`config.mk`:
```
export PLATFORM = sky130hd
export DESIGN_NAME = counting_semaphore_wait_queue
export DESIGN_NICKNAME = d
export VERILOG_FILES = /design/src/csq_pkg.sv /design/src/csq_ctrl.sv /design/src/csq_dp.sv /design/src/counting_semaphore_wait_queue.sv
export SDC_FILE = /design/constraint.sdc
export NUM_CORES = 1
export LEC_CHECK = 0
export ABC_AREA = 1
export BUFFER_PORTS_ARGS = -buffer_cell sky130_fd_sc_hd__buf_2
export CORE_MARGIN = 8
export CORE_UTILIZATION = 46
export DETAILED_ROUTE_END_ITERATION = 8
export HOLD_SLACK_MARGIN = 0.03
export MAX_ROUTING_LAYER = met4
export PLACE_DENSITY_LB_ADDON = 0.2
export SKIP_CTS_REPAIR_TIMING = 1
export SYNTH_ARGS = -nofsm -noshare
export SYNTH_HDL_FRONTEND = slang
export SYNTH_SLANG_ARGS = --single-unit
export TNS_END_PERCENT = 1
```
`constraint.sdc`:
```
create_clock -name clk -period 8.4 [get_ports clk]
set_clock_uncertainty 0.2 [all_clocks]
set_input_delay 2.1 -clock clk [delete_from_list [all_inputs] [get_ports clk]]
set_output_delay 2.1 -clock clk [all_outputs]
set_load 0.05 [all_outputs]
```
`src/csq_pkg.sv`:
```
// Shared types and codes for the counting semaphore with its wait queue.
`default_nettype none

package csq_pkg;

    localparam int THREAD_W = 4;
    localparam int COUNT_W  = 32;

    typedef enum logic [1:0] {
        ACT_SIGNAL    = 2'd0,
        ACT_WAIT      = 2'd1,
        ACT_SUSPEND   = 2'd2,
        ACT_UNSUSPEND = 2'd3
    } action_t;

    typedef enum logic [2:0] {
        EV_RELEASED      = 3'd0,
        EV_BLOCKED       = 3'd1,
        EV_PROCEEDS      = 3'd2,
        EV_SUSPENDED     = 3'd3,
        EV_UNSUSPENDED   = 3'd4,
        EV_NOT_WAITING   = 3'd5,
        EV_NOT_SUSPENDED = 3'd6,
        EV_SIGNAL_DONE   = 3'd7
    } event_t;

    typedef enum logic [1:0] {
        TS_FREE = 2'd0,
        TS_WAIT = 2'd1,
        TS_SUSP = 2'd2
    } thread_st_t;

    typedef enum logic [2:0] {
        S_IDLE,
        S_DECODE,
        S_REMOVE,
        S_SIG_READ,
        S_SIG_STEP
    } state_t;

    typedef enum logic [2:0] {
        OP_NONE,
        OP_REJECT,
        OP_WAIT,
        OP_SUSPEND,
        OP_UNSUSPEND,
        OP_SIG_STEP,
        OP_SIG_DONE
    } op_t;

    typedef struct packed {
        logic [1:0]          action;
        logic [THREAD_W-1:0] thread_id;
        logic [5:0]          signal_amount;
        logic [3:0]          target_state;
    } in_word_t;

    typedef struct packed {
        logic [2:0]                event_res;
        logic [THREAD_W-1:0]       result_thread;
        logic [3:0]                new_state;
        logic signed [COUNT_W-1:0] count_after;
        logic                      last;
    } out_word_t;

    // Commands from the controller to the datapath.
    typedef struct packed {
        logic   load_item;
        logic   load_rem;
        logic   rd_en;
        logic   rd_head;
        op_t    op;
        event_t ev;
    } cmd_t;

    // Status from the datapath to the controller.
    typedef struct packed {
        action_t    action;
        logic       in_range;
        thread_st_t thr_st;
        logic       rem_zero;
    } stat_t;

endpackage

`default_nettype wire

```
`src/csq_ctrl.sv`:
```
// Sequencing state machine for the semaphore: decodes each word and steps signals.
`default_nettype none

module csq_ctrl (
    input  logic          clk,
    input  logic          rst_n,
    input  logic          start,
    output logic          busy,
    input  csq_pkg::stat_t stat,
    output csq_pkg::cmd_t  cmd
);
    import csq_pkg::*;

    state_t state_reg;
    state_t state_next;

    always_ff @(posedge clk or negedge rst_n)
    begin
        if (!rst_n)
        begin
            state_reg <= S_IDLE;
        end
        else
        begin
            state_reg <= state_next;
        end
    end

    // Next state.
    always_comb
    begin
        state_next = state_reg;
        case (state_reg)
            S_IDLE:
            begin
                if (start)
                begin
                    state_next = S_DECODE;
                end
            end
            S_DECODE:
            begin
                if (stat.action == ACT_SIGNAL)
                begin
                    state_next = S_SIG_READ;
                end
                else if (stat.in_range && stat.action == ACT_SUSPEND &&
                         stat.thr_st == TS_WAIT)
                begin
                    state_next = S_REMOVE;
                end
                else
                begin
                    state_next = S_IDLE;
                end
            end
            S_REMOVE:
            begin
                state_next = S_IDLE;
            end
            S_SIG_READ:
            begin
                state_next = stat.rem_zero ? S_IDLE : S_SIG_STEP;
            end
            S_SIG_STEP:
            begin
                state_next = S_SIG_READ;
            end
            default:
            begin
                state_next = S_IDLE;
            end
        endcase
    end

    // Outputs.
    always_comb
    begin
        cmd.load_item = 1'b0;
        cmd.load_rem  = 1'b0;
        cmd.rd_en     = 1'b0;
        cmd.rd_head   = 1'b0;
        cmd.op        = OP_NONE;
        cmd.ev        = EV_NOT_WAITING;
        busy          = (state_reg != S_IDLE);
        case (state_reg)
            S_IDLE:
            begin
                cmd.load_item = start;
            end
            S_DECODE:
            begin
                if (stat.action == ACT_SIGNAL)
                begin
                    cmd.load_rem = 1'b1;
                end
                else if (!stat.in_range)
                begin
                    cmd.op = OP_REJECT;
                    cmd.ev = (stat.action == ACT_UNSUSPEND) ? EV_NOT_SUSPENDED
                                                            : EV_NOT_WAITING;
                end
                else
                begin
                    case (stat.action)
                        ACT_WAIT:
                        begin
                            if (stat.thr_st != TS_FREE)
                            begin
                                cmd.op = OP_REJECT;
                                cmd.ev = EV_BLOCKED;
                            end
                            else
                            begin
                                cmd.op = OP_WAIT;
                            end
                        end
                        ACT_SUSPEND:
                        begin
                            if (stat.thr_st != TS_WAIT)
                            begin
                                cmd.op = OP_REJECT;
                                cmd.ev = EV_NOT_WAITING;
                            end
                            else
                            begin
                                cmd.rd_en = 1'b1;
                            end
                        end
                        ACT_UNSUSPEND:
                        begin
                            if (stat.thr_st != TS_SUSP)
                            begin
                                cmd.op = OP_REJECT;
                                cmd.ev = EV_NOT_SUSPENDED;
                            end
                            else
                            begin
                                cmd.op = OP_UNSUSPEND;
                            end
                        end
                        default:
                        begin
                            cmd.op = OP_NONE;
                        end
                    endcase
                end
            end
            S_REMOVE:
            begin
                cmd.op = OP_SUSPEND;
            end
            S_SIG_READ:
            begin
                if (stat.rem_zero)
                begin
                    cmd.op = OP_SIG_DONE;
                end
                else
                begin
                    cmd.rd_en   = 1'b1;
                    cmd.rd_head = 1'b1;
                end
            end
            S_SIG_STEP:
            begin
                cmd.op = OP_SIG_STEP;
            end
            default:
            begin
                cmd.op = OP_NONE;
            end
        endcase
    end

endmodule

`default_nettype wire

```
`src/csq_dp.sv`:
```
// Datapath: count, thread status, linked wait queue and the result register.
`default_nettype none

module csq_dp #(
    parameter int MAX_THREADS = 16,
    parameter int MAX_SIGNAL  = 32
) (
    input  logic               clk,
    input  logic               rst_n,
    input  csq_pkg::in_word_t  item,
    input  logic               wr_en,
    input  logic [31:0]        wr_data,
    input  csq_pkg::cmd_t      cmd,
    output csq_pkg::stat_t     stat,
    output csq_pkg::out_word_t result,
    output logic               result_valid
);
    import csq_pkg::*;

    localparam int IW = $clog2(MAX_THREADS);

    in_word_t                  item_reg;
    logic signed [COUNT_W-1:0] count_reg;
    logic signed [COUNT_W-1:0] count_next;
    logic [5:0]                rem_reg;
    logic [5:0]                rem_next;
    logic [IW-1:0]             head_reg;
    logic [IW-1:0]             head_next;
    logic [IW-1:0]             tail_reg;
    logic [IW-1:0]             tail_next;
    logic                      empty_reg;
    logic                      empty_next;
    logic [1:0]                status_reg [MAX_THREADS];
    logic [IW-1:0]             next_mem [MAX_THREADS];
    logic [IW-1:0]             prev_mem [MAX_THREADS];
    logic [IW-1:0]             next_rd_reg;
    logic [IW-1:0]             prev_rd_reg;
    out_word_t                 res_reg;
    out_word_t                 res_next;
    logic                      res_valid_reg;
    logic                      res_valid_next;

    logic [IW-1:0]             tid;
    logic [IW-1:0]             rd_addr;
    logic signed [COUNT_W-1:0] count_inc;
    logic signed [COUNT_W-1:0] count_dec;
    logic                      st_we;
    logic [IW-1:0]             st_wa;
    logic [1:0]                st_wd;
    logic                      next_we;
    logic [IW-1:0]             next_wa;
    logic [IW-1:0]             next_wd;
    logic                      prev_we;
    logic [IW-1:0]             prev_wa;
    logic [IW-1:0]             prev_wd;
    logic                      push_en;
    logic                      rm_en;
    logic [IW-1:0]             rm_t;

    assign tid     = IW'(item_reg.thread_id);
    assign rd_addr = cmd.rd_head ? head_reg : tid;

    // Saturating step of the count in either direction.
    assign count_inc = (count_reg == {1'b0, {(COUNT_W-1){1'b1}}}) ? count_reg
                                                                  : count_reg + 32'sd1;
    assign count_dec = (count_reg == {1'b1, {(COUNT_W-1){1'b0}}}) ? count_reg
                                                                  : count_reg - 32'sd1;

    assign stat.action   = action_t'(item_reg.action);
    assign stat.in_range = (32'(item_reg.thread_id) < 32'(MAX_THREADS));
    assign stat.thr_st   = thread_st_t'(status_reg[tid]);
    assign stat.rem_zero = (rem_reg == 6'd0);

    assign result       = res_reg;
    assign result_valid = res_valid_reg;

    always_comb
    begin
        count_next     = count_reg;
        rem_next       = rem_reg;
        head_next      = head_reg;
        tail_next      = tail_reg;
        empty_next     = empty_reg;
        st_we          = 1'b0;
        st_wa          = tid;
        st_wd          = TS_FREE;
        next_we        = 1'b0;
        next_wa        = tail_reg;
        next_wd        = tid;
        prev_we        = 1'b0;
        prev_wa        = tid;
        prev_wd        = tail_reg;
        push_en        = 1'b0;
        rm_en          = 1'b0;
        rm_t           = tid;
        res_valid_next = 1'b0;
        res_next.event_res     = cmd.ev;
        res_next.result_thread = item_reg.thread_id;
        res_next.new_state     = item_reg.target_state;
        res_next.count_after   = count_reg;
        res_next.last          = 1'b1;

        if (cmd.load_rem)
        begin
            rem_next = (32'(item_reg.signal_amount) > 32'(MAX_SIGNAL)) ? 6'(MAX_SIGNAL)
                                                                       : item_reg.signal_amount;
        end

        case (cmd.op)
            OP_REJECT:
            begin
                res_valid_next = 1'b1;
            end
            OP_WAIT:
            begin
                count_next           = count_dec;
                res_valid_next       = 1'b1;
                res_next.count_after = count_dec;
                if (count_dec[COUNT_W-1])
                begin
                    push_en            = 1'b1;
                    st_we              = 1'b1;
                    st_wd              = TS_WAIT;
                    res_next.event_res = EV_BLOCKED;
                end
                else
                begin
                    res_next.event_res = EV_PROCEEDS;
                end
            end
            OP_SUSPEND:
            begin
                rm_en              = 1'b1;
                st_we              = 1'b1;
                st_wd              = TS_SUSP;
                res_valid_next     = 1'b1;
                res_next.event_res = EV_SUSPENDED;
            end
            OP_UNSUSPEND:
            begin
                push_en            = 1'b1;
                st_we              = 1'b1;
                st_wd              = TS_WAIT;
                res_valid_next     = 1'b1;
                res_next.event_res = EV_UNSUSPENDED;
            end
            OP_SIG_STEP:
            begin
                count_next           = count_inc;
                rem_next             = rem_reg - 6'd1;
                res_next.count_after = count_inc;
                res_next.event_res   = EV_RELEASED;
                res_next.result_thread = THREAD_W'(head_reg);
                res_next.last        = 1'b0;
                if (count_reg[COUNT_W-1] && !empty_reg)
                begin
                    rm_en          = 1'b1;
                    rm_t           = head_reg;
                    st_we          = 1'b1;
                    st_wa          = head_reg;
                    st_wd          = TS_FREE;
                    res_valid_next = 1'b1;
                end
            end
            OP_SIG_DONE:
            begin
                res_valid_next         = 1'b1;
                res_next.event_res     = EV_SIGNAL_DONE;
                res_next.result_thread = '0;
                res_next.new_state     = '0;
            end
            default:
            begin
                res_valid_next = 1'b0;
            end
        endcase

        // Append the item's thread at the tail.
        if (push_en)
        begin
            if (empty_reg)
            begin
                head_next  = tid;
                tail_next  = tid;
                empty_next = 1'b0;
            end
            else
            begin
                next_we   = 1'b1;
                next_wa   = tail_reg;
                next_wd   = tid;
                prev_we   = 1'b1;
                prev_wa   = tid;
                prev_wd   = tail_reg;
                tail_next = tid;
            end
        end

        // Unlink a thread; its neighbors were read in the previous cycle.
        if (rm_en)
        begin
            if (head_reg == tail_reg)
            begin
                empty_next = 1'b1;
            end
            else if (rm_t == head_reg)
            begin
                head_next = next_rd_reg;
            end
            else if (rm_t == tail_reg)
            begin
                tail_next = prev_rd_reg;
            end
            else
            begin
                next_we = 1'b1;
                next_wa = prev_rd_reg;
                next_wd = next_rd_reg;
                prev_we = 1'b1;
                prev_wa = next_rd_reg;
                prev_wd = prev_rd_reg;
            end
        end
    end

    always_ff @(posedge clk or negedge rst_n)
    begin
        if (!rst_n)
        begin
            count_reg     <= '0;
            head_reg      <= '0;
            tail_reg      <= '0;
            empty_reg     <= 1'b1;
            res_valid_reg <= 1'b0;
            for (int i = 0; i < MAX_THREADS; i++)
            begin
                status_reg[i] <= TS_FREE;
            end
        end
        else
        begin
            count_reg     <= wr_en ? wr_data : count_next;
            head_reg      <= head_next;
            tail_reg      <= tail_next;
            empty_reg     <= empty_next;
            res_valid_reg <= res_valid_next;
            if (st_we)
            begin
                status_reg[st_wa] <= st_wd;
            end
        end
    end

    // Payload registers and the link memories.
    always_ff @(posedge clk)
    begin
        if (cmd.load_item)
        begin
            item_reg <= item;
        end
        rem_reg <= rem_next;
        res_reg <= res_next;
        if (cmd.rd_en)
        begin
            next_rd_reg <= next_mem[rd_addr];
            prev_rd_reg <= prev_mem[rd_addr];
        end
        if (next_we)
        begin
            next_mem[next_wa] <= next_wd;
        end
        if (prev_we)
        begin
            prev_mem[prev_wa] <= prev_wd;
        end
    end

endmodule

`default_nettype wire

```
`src/counting_semaphore_wait_queue.sv`:
```
// Top level of the counting semaphore with a FIFO wait queue of thread ids.
`default_nettype none

// A word is taken when start is high and busy is low. Wait, unsuspend and
// every rejected request keep busy high in the decode state alone; a suspend
// adds the remove state, as the neighbor links of the thread come out of a
// registered read of the link memories before the thread can be unlinked. A
// signal of N repetitions (N clamped to MAX_SIGNAL) keeps busy high through
// decode, a read and a step state per repetition and a final read: each
// repetition reads the link after the queue head, then applies the step. Each
// result word is shown on result for exactly one cycle with result_valid
// high, in the cycle after the step that produced it; the receiver cannot
// stall it, so it must take every word. A signal yields one released word per
// freed thread and then a closing signal-done word with last set; every other
// request yields a single word with last set. Writing wr_data with wr_en loads
// the count, and is allowed only while the block is idle. After reset the
// count is zero, every thread is free and the queue is empty.

module counting_semaphore_wait_queue #(
    parameter int MAX_THREADS = 16,
    parameter int MAX_SIGNAL  = 32
) (
    input  logic               clk,
    input  logic               rst_n,
    input  logic               start,
    output logic               busy,
    input  csq_pkg::in_word_t  item,
    input  logic               wr_en,
    input  logic [31:0]        wr_data,
    output csq_pkg::out_word_t result,
    output logic               result_valid
);
    import csq_pkg::*;

    cmd_t  cmd;
    stat_t stat;

    // The controller owns all sequencing; the datapath holds every piece of state
    // that the semaphore keeps between words.
    csq_ctrl u_ctrl (
        .clk   (clk),
        .rst_n (rst_n),
        .start (start),
        .busy  (busy),
        .stat  (stat),
        .cmd   (cmd)
    );

    csq_dp #(
        .MAX_THREADS (MAX_THREADS),
        .MAX_SIGNAL  (MAX_SIGNAL)
    ) u_dp (
        .clk          (clk),
        .rst_n        (rst_n),
        .item         (item),
        .wr_en        (wr_en),
        .wr_data      (wr_data),
        .cmd          (cmd),
        .stat         (stat),
        .result       (result),
        .result_valid (result_valid)
    );

`ifndef SYNTHESIS
    // The final word of a request is shown only once the block is idle again.
    a_last_idle: assert property (@(posedge clk) disable iff (!rst_n)
        result_valid && result.last |-> !busy)
        else $error("last result shown while busy");

    // No word can follow the final word in the next cycle.
    a_last_gap: assert property (@(posedge clk) disable iff (!rst_n)
        result_valid && result.last |=> !result_valid)
        else $error("result directly after last");

    // Only released words come before the closing word of a signal.
    a_not_last: assert property (@(posedge clk) disable iff (!rst_n)
        result_valid && !result.last |-> result.event_res == EV_RELEASED)
        else $error("non-final result that is not a release");

    // An accepted word always makes the block busy after it is taken.
    a_accept_busy: assert property (@(posedge clk) disable iff (!rst_n)
        start && !busy |=> busy)
        else $error("accepted word left the block idle");
`endif

endmodule

`default_nettype wire
```
==> report_table.html <==
<table>
<tr><th>Metric</th><th>Value</th></tr>
<tr><th colspan="2">Setup path</th></tr>
<tr><td>Capturing element type of the critical path</td><td>flop</td></tr>
<tr><td>CP max-delay cell</td><td>sky130_fd_sc_hd__edfxtp_1</td></tr>
<tr><td>Critical path cell sequence</td><td>inv_2, or2_0, nand2_1, nand3_1, nand3_1, nand2_2, nor2_4, nand3_4, nand2_2, nand2_1, nand2_4, nand3_2, nor2_1</td></tr>
<tr><td>Maximum cell stage delay along the critical path</td><td>820 ps</td></tr>
<tr><td>Critical path start-end classification</td><td>flop to flop</td></tr>
<tr><td>Reg2Reg Capture Point</td><td>u_dp.prev_mem[5][0]</td></tr>
<tr><td>Worst path arrival time</td><td>roughly 4400 ps</td></tr>
<tr><td>Slack of the worst reg-to-reg path</td><td>4020 ps</td></tr>
<tr><td>R2R cell count</td><td>13</td></tr>
<tr><td>Biggest fanout along the worst timing path</td><td>30</td></tr>
<tr><td>Data required time of the worst path</td><td>approximately 8400 ps</td></tr>
<tr><td>Number of buffer and inverter instances along the worst setup path</td><td>1</td></tr>
<tr><td>CP Launch Type</td><td>flop</td></tr>
<tr><td>Origin of the critical flop-to-flop path</td><td>u_dp.tid[0]</td></tr>
<tr><td>Crit-path leading delay family</td><td>simple AND/OR/NAND/NOR gates</td></tr>
<tr><th colspan="2">Finish</th></tr>
<tr><td>Layout filler cell count</td><td>2982</td></tr>
<tr><td>Share of post-route cells with drive strength above 1</td><td>16.1%</td></tr>
<tr><td>Area growth from synthesis to final layout</td><td>12.2%</td></tr>
<tr><td>Diode insertion count for antenna repair</td><td>0</td></tr>
<tr><td>Fin nets</td><td>roughly 1800</td></tr>
<tr><th colspan="2">Timing</th></tr>
<tr><td>Final hold violations</td><td>0</td></tr>
<tr><td>Post-route setup slack</td><td>4020 ps</td></tr>
<tr><td>Final worst path period share</td><td>around 52%</td></tr>
<tr><td>Setup repair after global routing missed its margin</td><td>false</td></tr>
<tr><td>Max Clk Rate</td><td>228 MHz</td></tr>
<tr><td>Fin. max-slew vios</td><td>0</td></tr>
<tr><td>Headroom to the max-slew limit</td><td>approximately 28%</td></tr>
<tr><td>Endpoints failing setup</td><td>0</td></tr>
<tr><td>Hold_ws</td><td>roughly 270 ps</td></tr>
<tr><td>Min cycle time layout</td><td>between 4000 and 5000 ps</td></tr>
<tr><td>Actual transition at the worst max-transition pin</td><td>between 1000 and 1500 ps</td></tr>
<tr><td>Setup TNS after final layout</td><td>0 ps</td></tr>
<tr><th colspan="2">Clock network</th></tr>
<tr><td>Count of clock tree sinks</td><td>around 280</td></tr>
<tr><td>Clock transition time at the flip-flop clock pins of the worst setup and hold paths</td><td>approximately 70 ps</td></tr>
<tr><td>CTS tree</td><td>done</td></tr>
<tr><td>Maximum buffer depth of the clock tree</td><td>3</td></tr>
<tr><td>H-Tree Depth</td><td>1</td></tr>
<tr><td>Clk Latency, worst-skew pair</td><td>approximately 560 ps</td></tr>
<tr><td>Number of buffers created by CTS</td><td>31</td></tr>
<tr><td>Clk Tree Root Cell</td><td>sky130_fd_sc_hd__clkbuf_16</td></tr>
<tr><th colspan="2">Route</th></tr>
<tr><td>Wire length per cell</td><td>17.7 um</td></tr>
<tr><td>Starting DRT DRC Count</td><td>roughly 910</td></tr>
<tr><td>Wirelength, routed</td><td>around 38000 um</td></tr>
<tr><td>Vias/cell</td><td>between 5 and 6</td></tr>
<tr><td>Number of nets with antenna violations after detailed routing</td><td>0</td></tr>
<tr><td>First-pass detailed-route iteration total</td><td>5</td></tr>
<tr><td>Final routed DRC violation total</td><td>0</td></tr>
<tr><td>Total via count in the routed design</td><td>~12000</td></tr>
<tr><th colspan="2">Floorplan</th></tr>
<tr><td>Cell Rows</td><td>65</td></tr>
<tr><td>DIE HEIGHT</td><td>around 190 um</td></tr>
<tr><td>I/O Pins</td><td>98</td></tr>
<tr><td>Starting Density</td><td>around 46%</td></tr>
<tr><td>Horizontal extent of the die</td><td>roughly 190 um</td></tr>
<tr><td>Total core area</td><td>between 0.03 and 0.04 mm2</td></tr>
<tr><td>Area of the die</td><td>approximately 0.037 mm2</td></tr>
<tr><th colspan="2">Placed design</th></tr>
<tr><td>Final HPWL from detailed placement</td><td>27500 um</td></tr>
<tr><td>Port Buf Inserts</td><td>97</td></tr>
<tr><td>Worst setup slack before clock tree synthesis</td><td>4030 ps</td></tr>
<tr><td>Weighted congestion at the end of routability-driven global placement</td><td>around 1</td></tr>
<tr><th colspan="2">Global route</th></tr>
<tr><td>Via count of the first global-routing pass</td><td>between 10000 and 15000</td></tr>
<tr><td>All-layer global routing usage</td><td>~21%</td></tr>
<tr><td>Largest net degree at the start of global routing</td><td>66</td></tr>
<tr><td>Total gr overflow</td><td>0</td></tr>
<tr><td>Antenna violations before repair</td><td>0</td></tr>
<tr><td>Wire length of the first global-routing pass</td><td>61600 um</td></tr>
<tr><th colspan="2">Run</th></tr>
<tr><td>MaxCap Viol Count</td><td>0</td></tr>
<tr><th colspan="2">Hold path</th></tr>
<tr><td>Hold Crit Depth</td><td>2</td></tr>
<tr><td>Hold path start</td><td>u_dp.status_reg[12]</td></tr>
<tr><td>Worst Hold Class</td><td>flop to flop</td></tr>
<tr><td>Worst hold path endpoint</td><td>u_dp.status_reg[12]</td></tr>
<tr><th colspan="2">Synthesis</th></tr>
<tr><td>Post-synth EDFFs</td><td>158</td></tr>
<tr><td>Number of distinct library cells after synthesis</td><td>46</td></tr>
<tr><td>Mean post-synth cell area</td><td>~8.5 um2</td></tr>
<tr><td>Synthesized cell area</td><td>0.0145 mm2</td></tr>
<tr><td>#FFs+latches synth</td><td>around 280</td></tr>
<tr><td>Top flip-flop cell by instance count after synthesis</td><td>sky130_fd_sc_hd__edfxtp_1</td></tr>
<tr><td>Post-synthesis async set-or-reset flop share</td><td>between 20 and 30%</td></tr>
<tr><td>Mapped Cells</td><td>roughly 1700</td></tr>
<tr><td>Total nets after synthesis</td><td>1753</td></tr>
<tr><td>Proportion of synthesized chip area in sequential cells</td><td>a little over half</td></tr>
<tr><td>Yosys warnings</td><td>0</td></tr>
<tr><th colspan="2">Pwr</th></tr>
<tr><td>Switching Power</td><td>roughly 2.2 mW</td></tr>
<tr><td>Int Pwr</td><td>around 3.2 mW</td></tr>
<tr><td>Leakage power</td><td>between 6 and 7 nW</td></tr>
<tr><td>Clk network pwr share</td><td>~27%</td></tr>
<tr><td>P per Cell Area</td><td>about 330 mW/mm2</td></tr>
<tr><td>Post-layout total power</td><td>~5.4 mW</td></tr>
<tr><td>Worst vdd ir</td><td>0.000250 V</td></tr>
<tr><td>Comb power frac</td><td>between 30% and 40%</td></tr>
<tr><td>Relative contribution of sequential cells to total power</td><td>roughly 37%</td></tr>
<tr><td>Sw Ratio</td><td>approximately two fifths</td></tr>
<tr><th colspan="2">Outcome</th></tr>
<tr><td>Status</td><td>completed</td></tr>
</table>
==> cell usage after synthesis, types with 33 or more instances <==
cell / instances / share of area (%)
sky130_fd_sc_hd__nand3_1: 149 / 5.2
sky130_fd_sc_hd__dfrtp_1: 76 / 13
sky130_fd_sc_hd__xor2_1: 54 / 3.3
sky130_fd_sc_hd__nand2_1: 474 / 12
sky130_fd_sc_hd__o211ai_1: 33 / 1.7
sky130_fd_sc_hd__nand3_2: 42 / 2.9
sky130_fd_sc_hd__edfxtp_1: 158 / 33
sky130_fd_sc_hd__inv_1: 119 / 3.1
sky130_fd_sc_hd__o21ai_0: 84 / 2.9
sky130_fd_sc_hd__dfxtp_1: 44 / 6.1
sky130_fd_sc_hd__nor2_1: 190 / 4.9
sky130_fd_sc_hd__clkbuf_1: 49 / 1.3
==> layout by cell type, fill, tap and decap left out, types with 26 or more instances in the layout <==
master and n:
sky130_fd_sc_hd__dfrtp_1 76, sky130_fd_sc_hd__nand3_1 149, sky130_fd_sc_hd__dfxtp_1 44, sky130_fd_sc_hd__o21ai_0 84, sky130_fd_sc_hd__o211ai_1 33, sky130_fd_sc_hd__or2_2 26
sky130_fd_sc_hd__buf_2 96, sky130_fd_sc_hd__inv_1 119, sky130_fd_sc_hd__nand2_1 474, sky130_fd_sc_hd__nor2_1 190, sky130_fd_sc_hd__xor2_1 54, sky130_fd_sc_hd__edfxtp_1 158
sky130_fd_sc_hd__clkbuf_16 33, sky130_fd_sc_hd__nand3_2 42, sky130_fd_sc_hd__nand2_2 28
==> final cells by class <==
type	instances	area (um2)	share of cell area, %
clock buffers	41	926	5.70
clock inverters	17	203	1.25
inverters	130	488	3.01
multi-input cells	1202	6020	37.1
flip-flops and latches	279	7550	46.5
well taps	402	503	3.10
repair buffers	104	541	3.33
==> per-layer routing <==
layer,part of all wire [%],GRT usage (%)
met1,44,26.9
met2,47,33.4
met3,6.0,2.72
met4,2.9,6.58
met5,0,-
==> power by group through the flow <==
stage	Sequential, mW	Clock, mW	Combinational, mW
floorplan	2.20	0	1.23
global placement	2.03	0	1.93
detailed placement	2.03	0	1.95
CTS	2.01	1.48	1.96
global route	2.03	1.53	2.13
finish	2.01	1.45	1.94
==> metrics by stage <==
step / util [%] / instances / instance area [um2]
5_1_grt: 52.0 / 2175 / 16200
3_3_place_gp: 48.4 / 2117 / 15100
4_1_cts: 52.0 / 2175 / 16200
6_report: 52.0 / 2175 / 16200
3_5_place_dp: 48.4 / 2117 / 15100
2_1_floorplan: - / 1697 / 14500
==> worst register-to-register path: cells and delay by family (launching register included) <==
kind          cells  cell delay [ps]
simple gates     12             2680
buf+inv           1              340
flops             1              820
==> cell families (layout without fill, tap and decap cells) <==
kind of cell,after synthesis,in the layout,synth area share (%)
AO/OA/AOI/OAI,168,168,6.85
buffers and inverters,216,292,6.27
XOR/XNOR,66,66,3.99
adder cells (fa/ha/maj),4,4,0.346
flip-flops,279,279,52.2
AND/OR/NAND/NOR,964,964,30.4
==> worst max path at each step <==
stage,startpoint,to,cells past startpoint
after global routing,u_dp.tid[0],u_dp.prev_mem[4][1],14
final,u_dp.tid[0],u_dp.prev_mem[5][0],13
after detailed placement,u_dp.tid[0],u_dp.prev_mem[4][1],13
after floorplan,start,u_dp.item_reg[0],2
after global placement,u_dp.tid[0],u_dp.next_mem[14][0],13
after CTS,u_dp.tid[0],u_dp.prev_mem[3][3],13
Note: power is estimated with default switching activity, not from simulation.
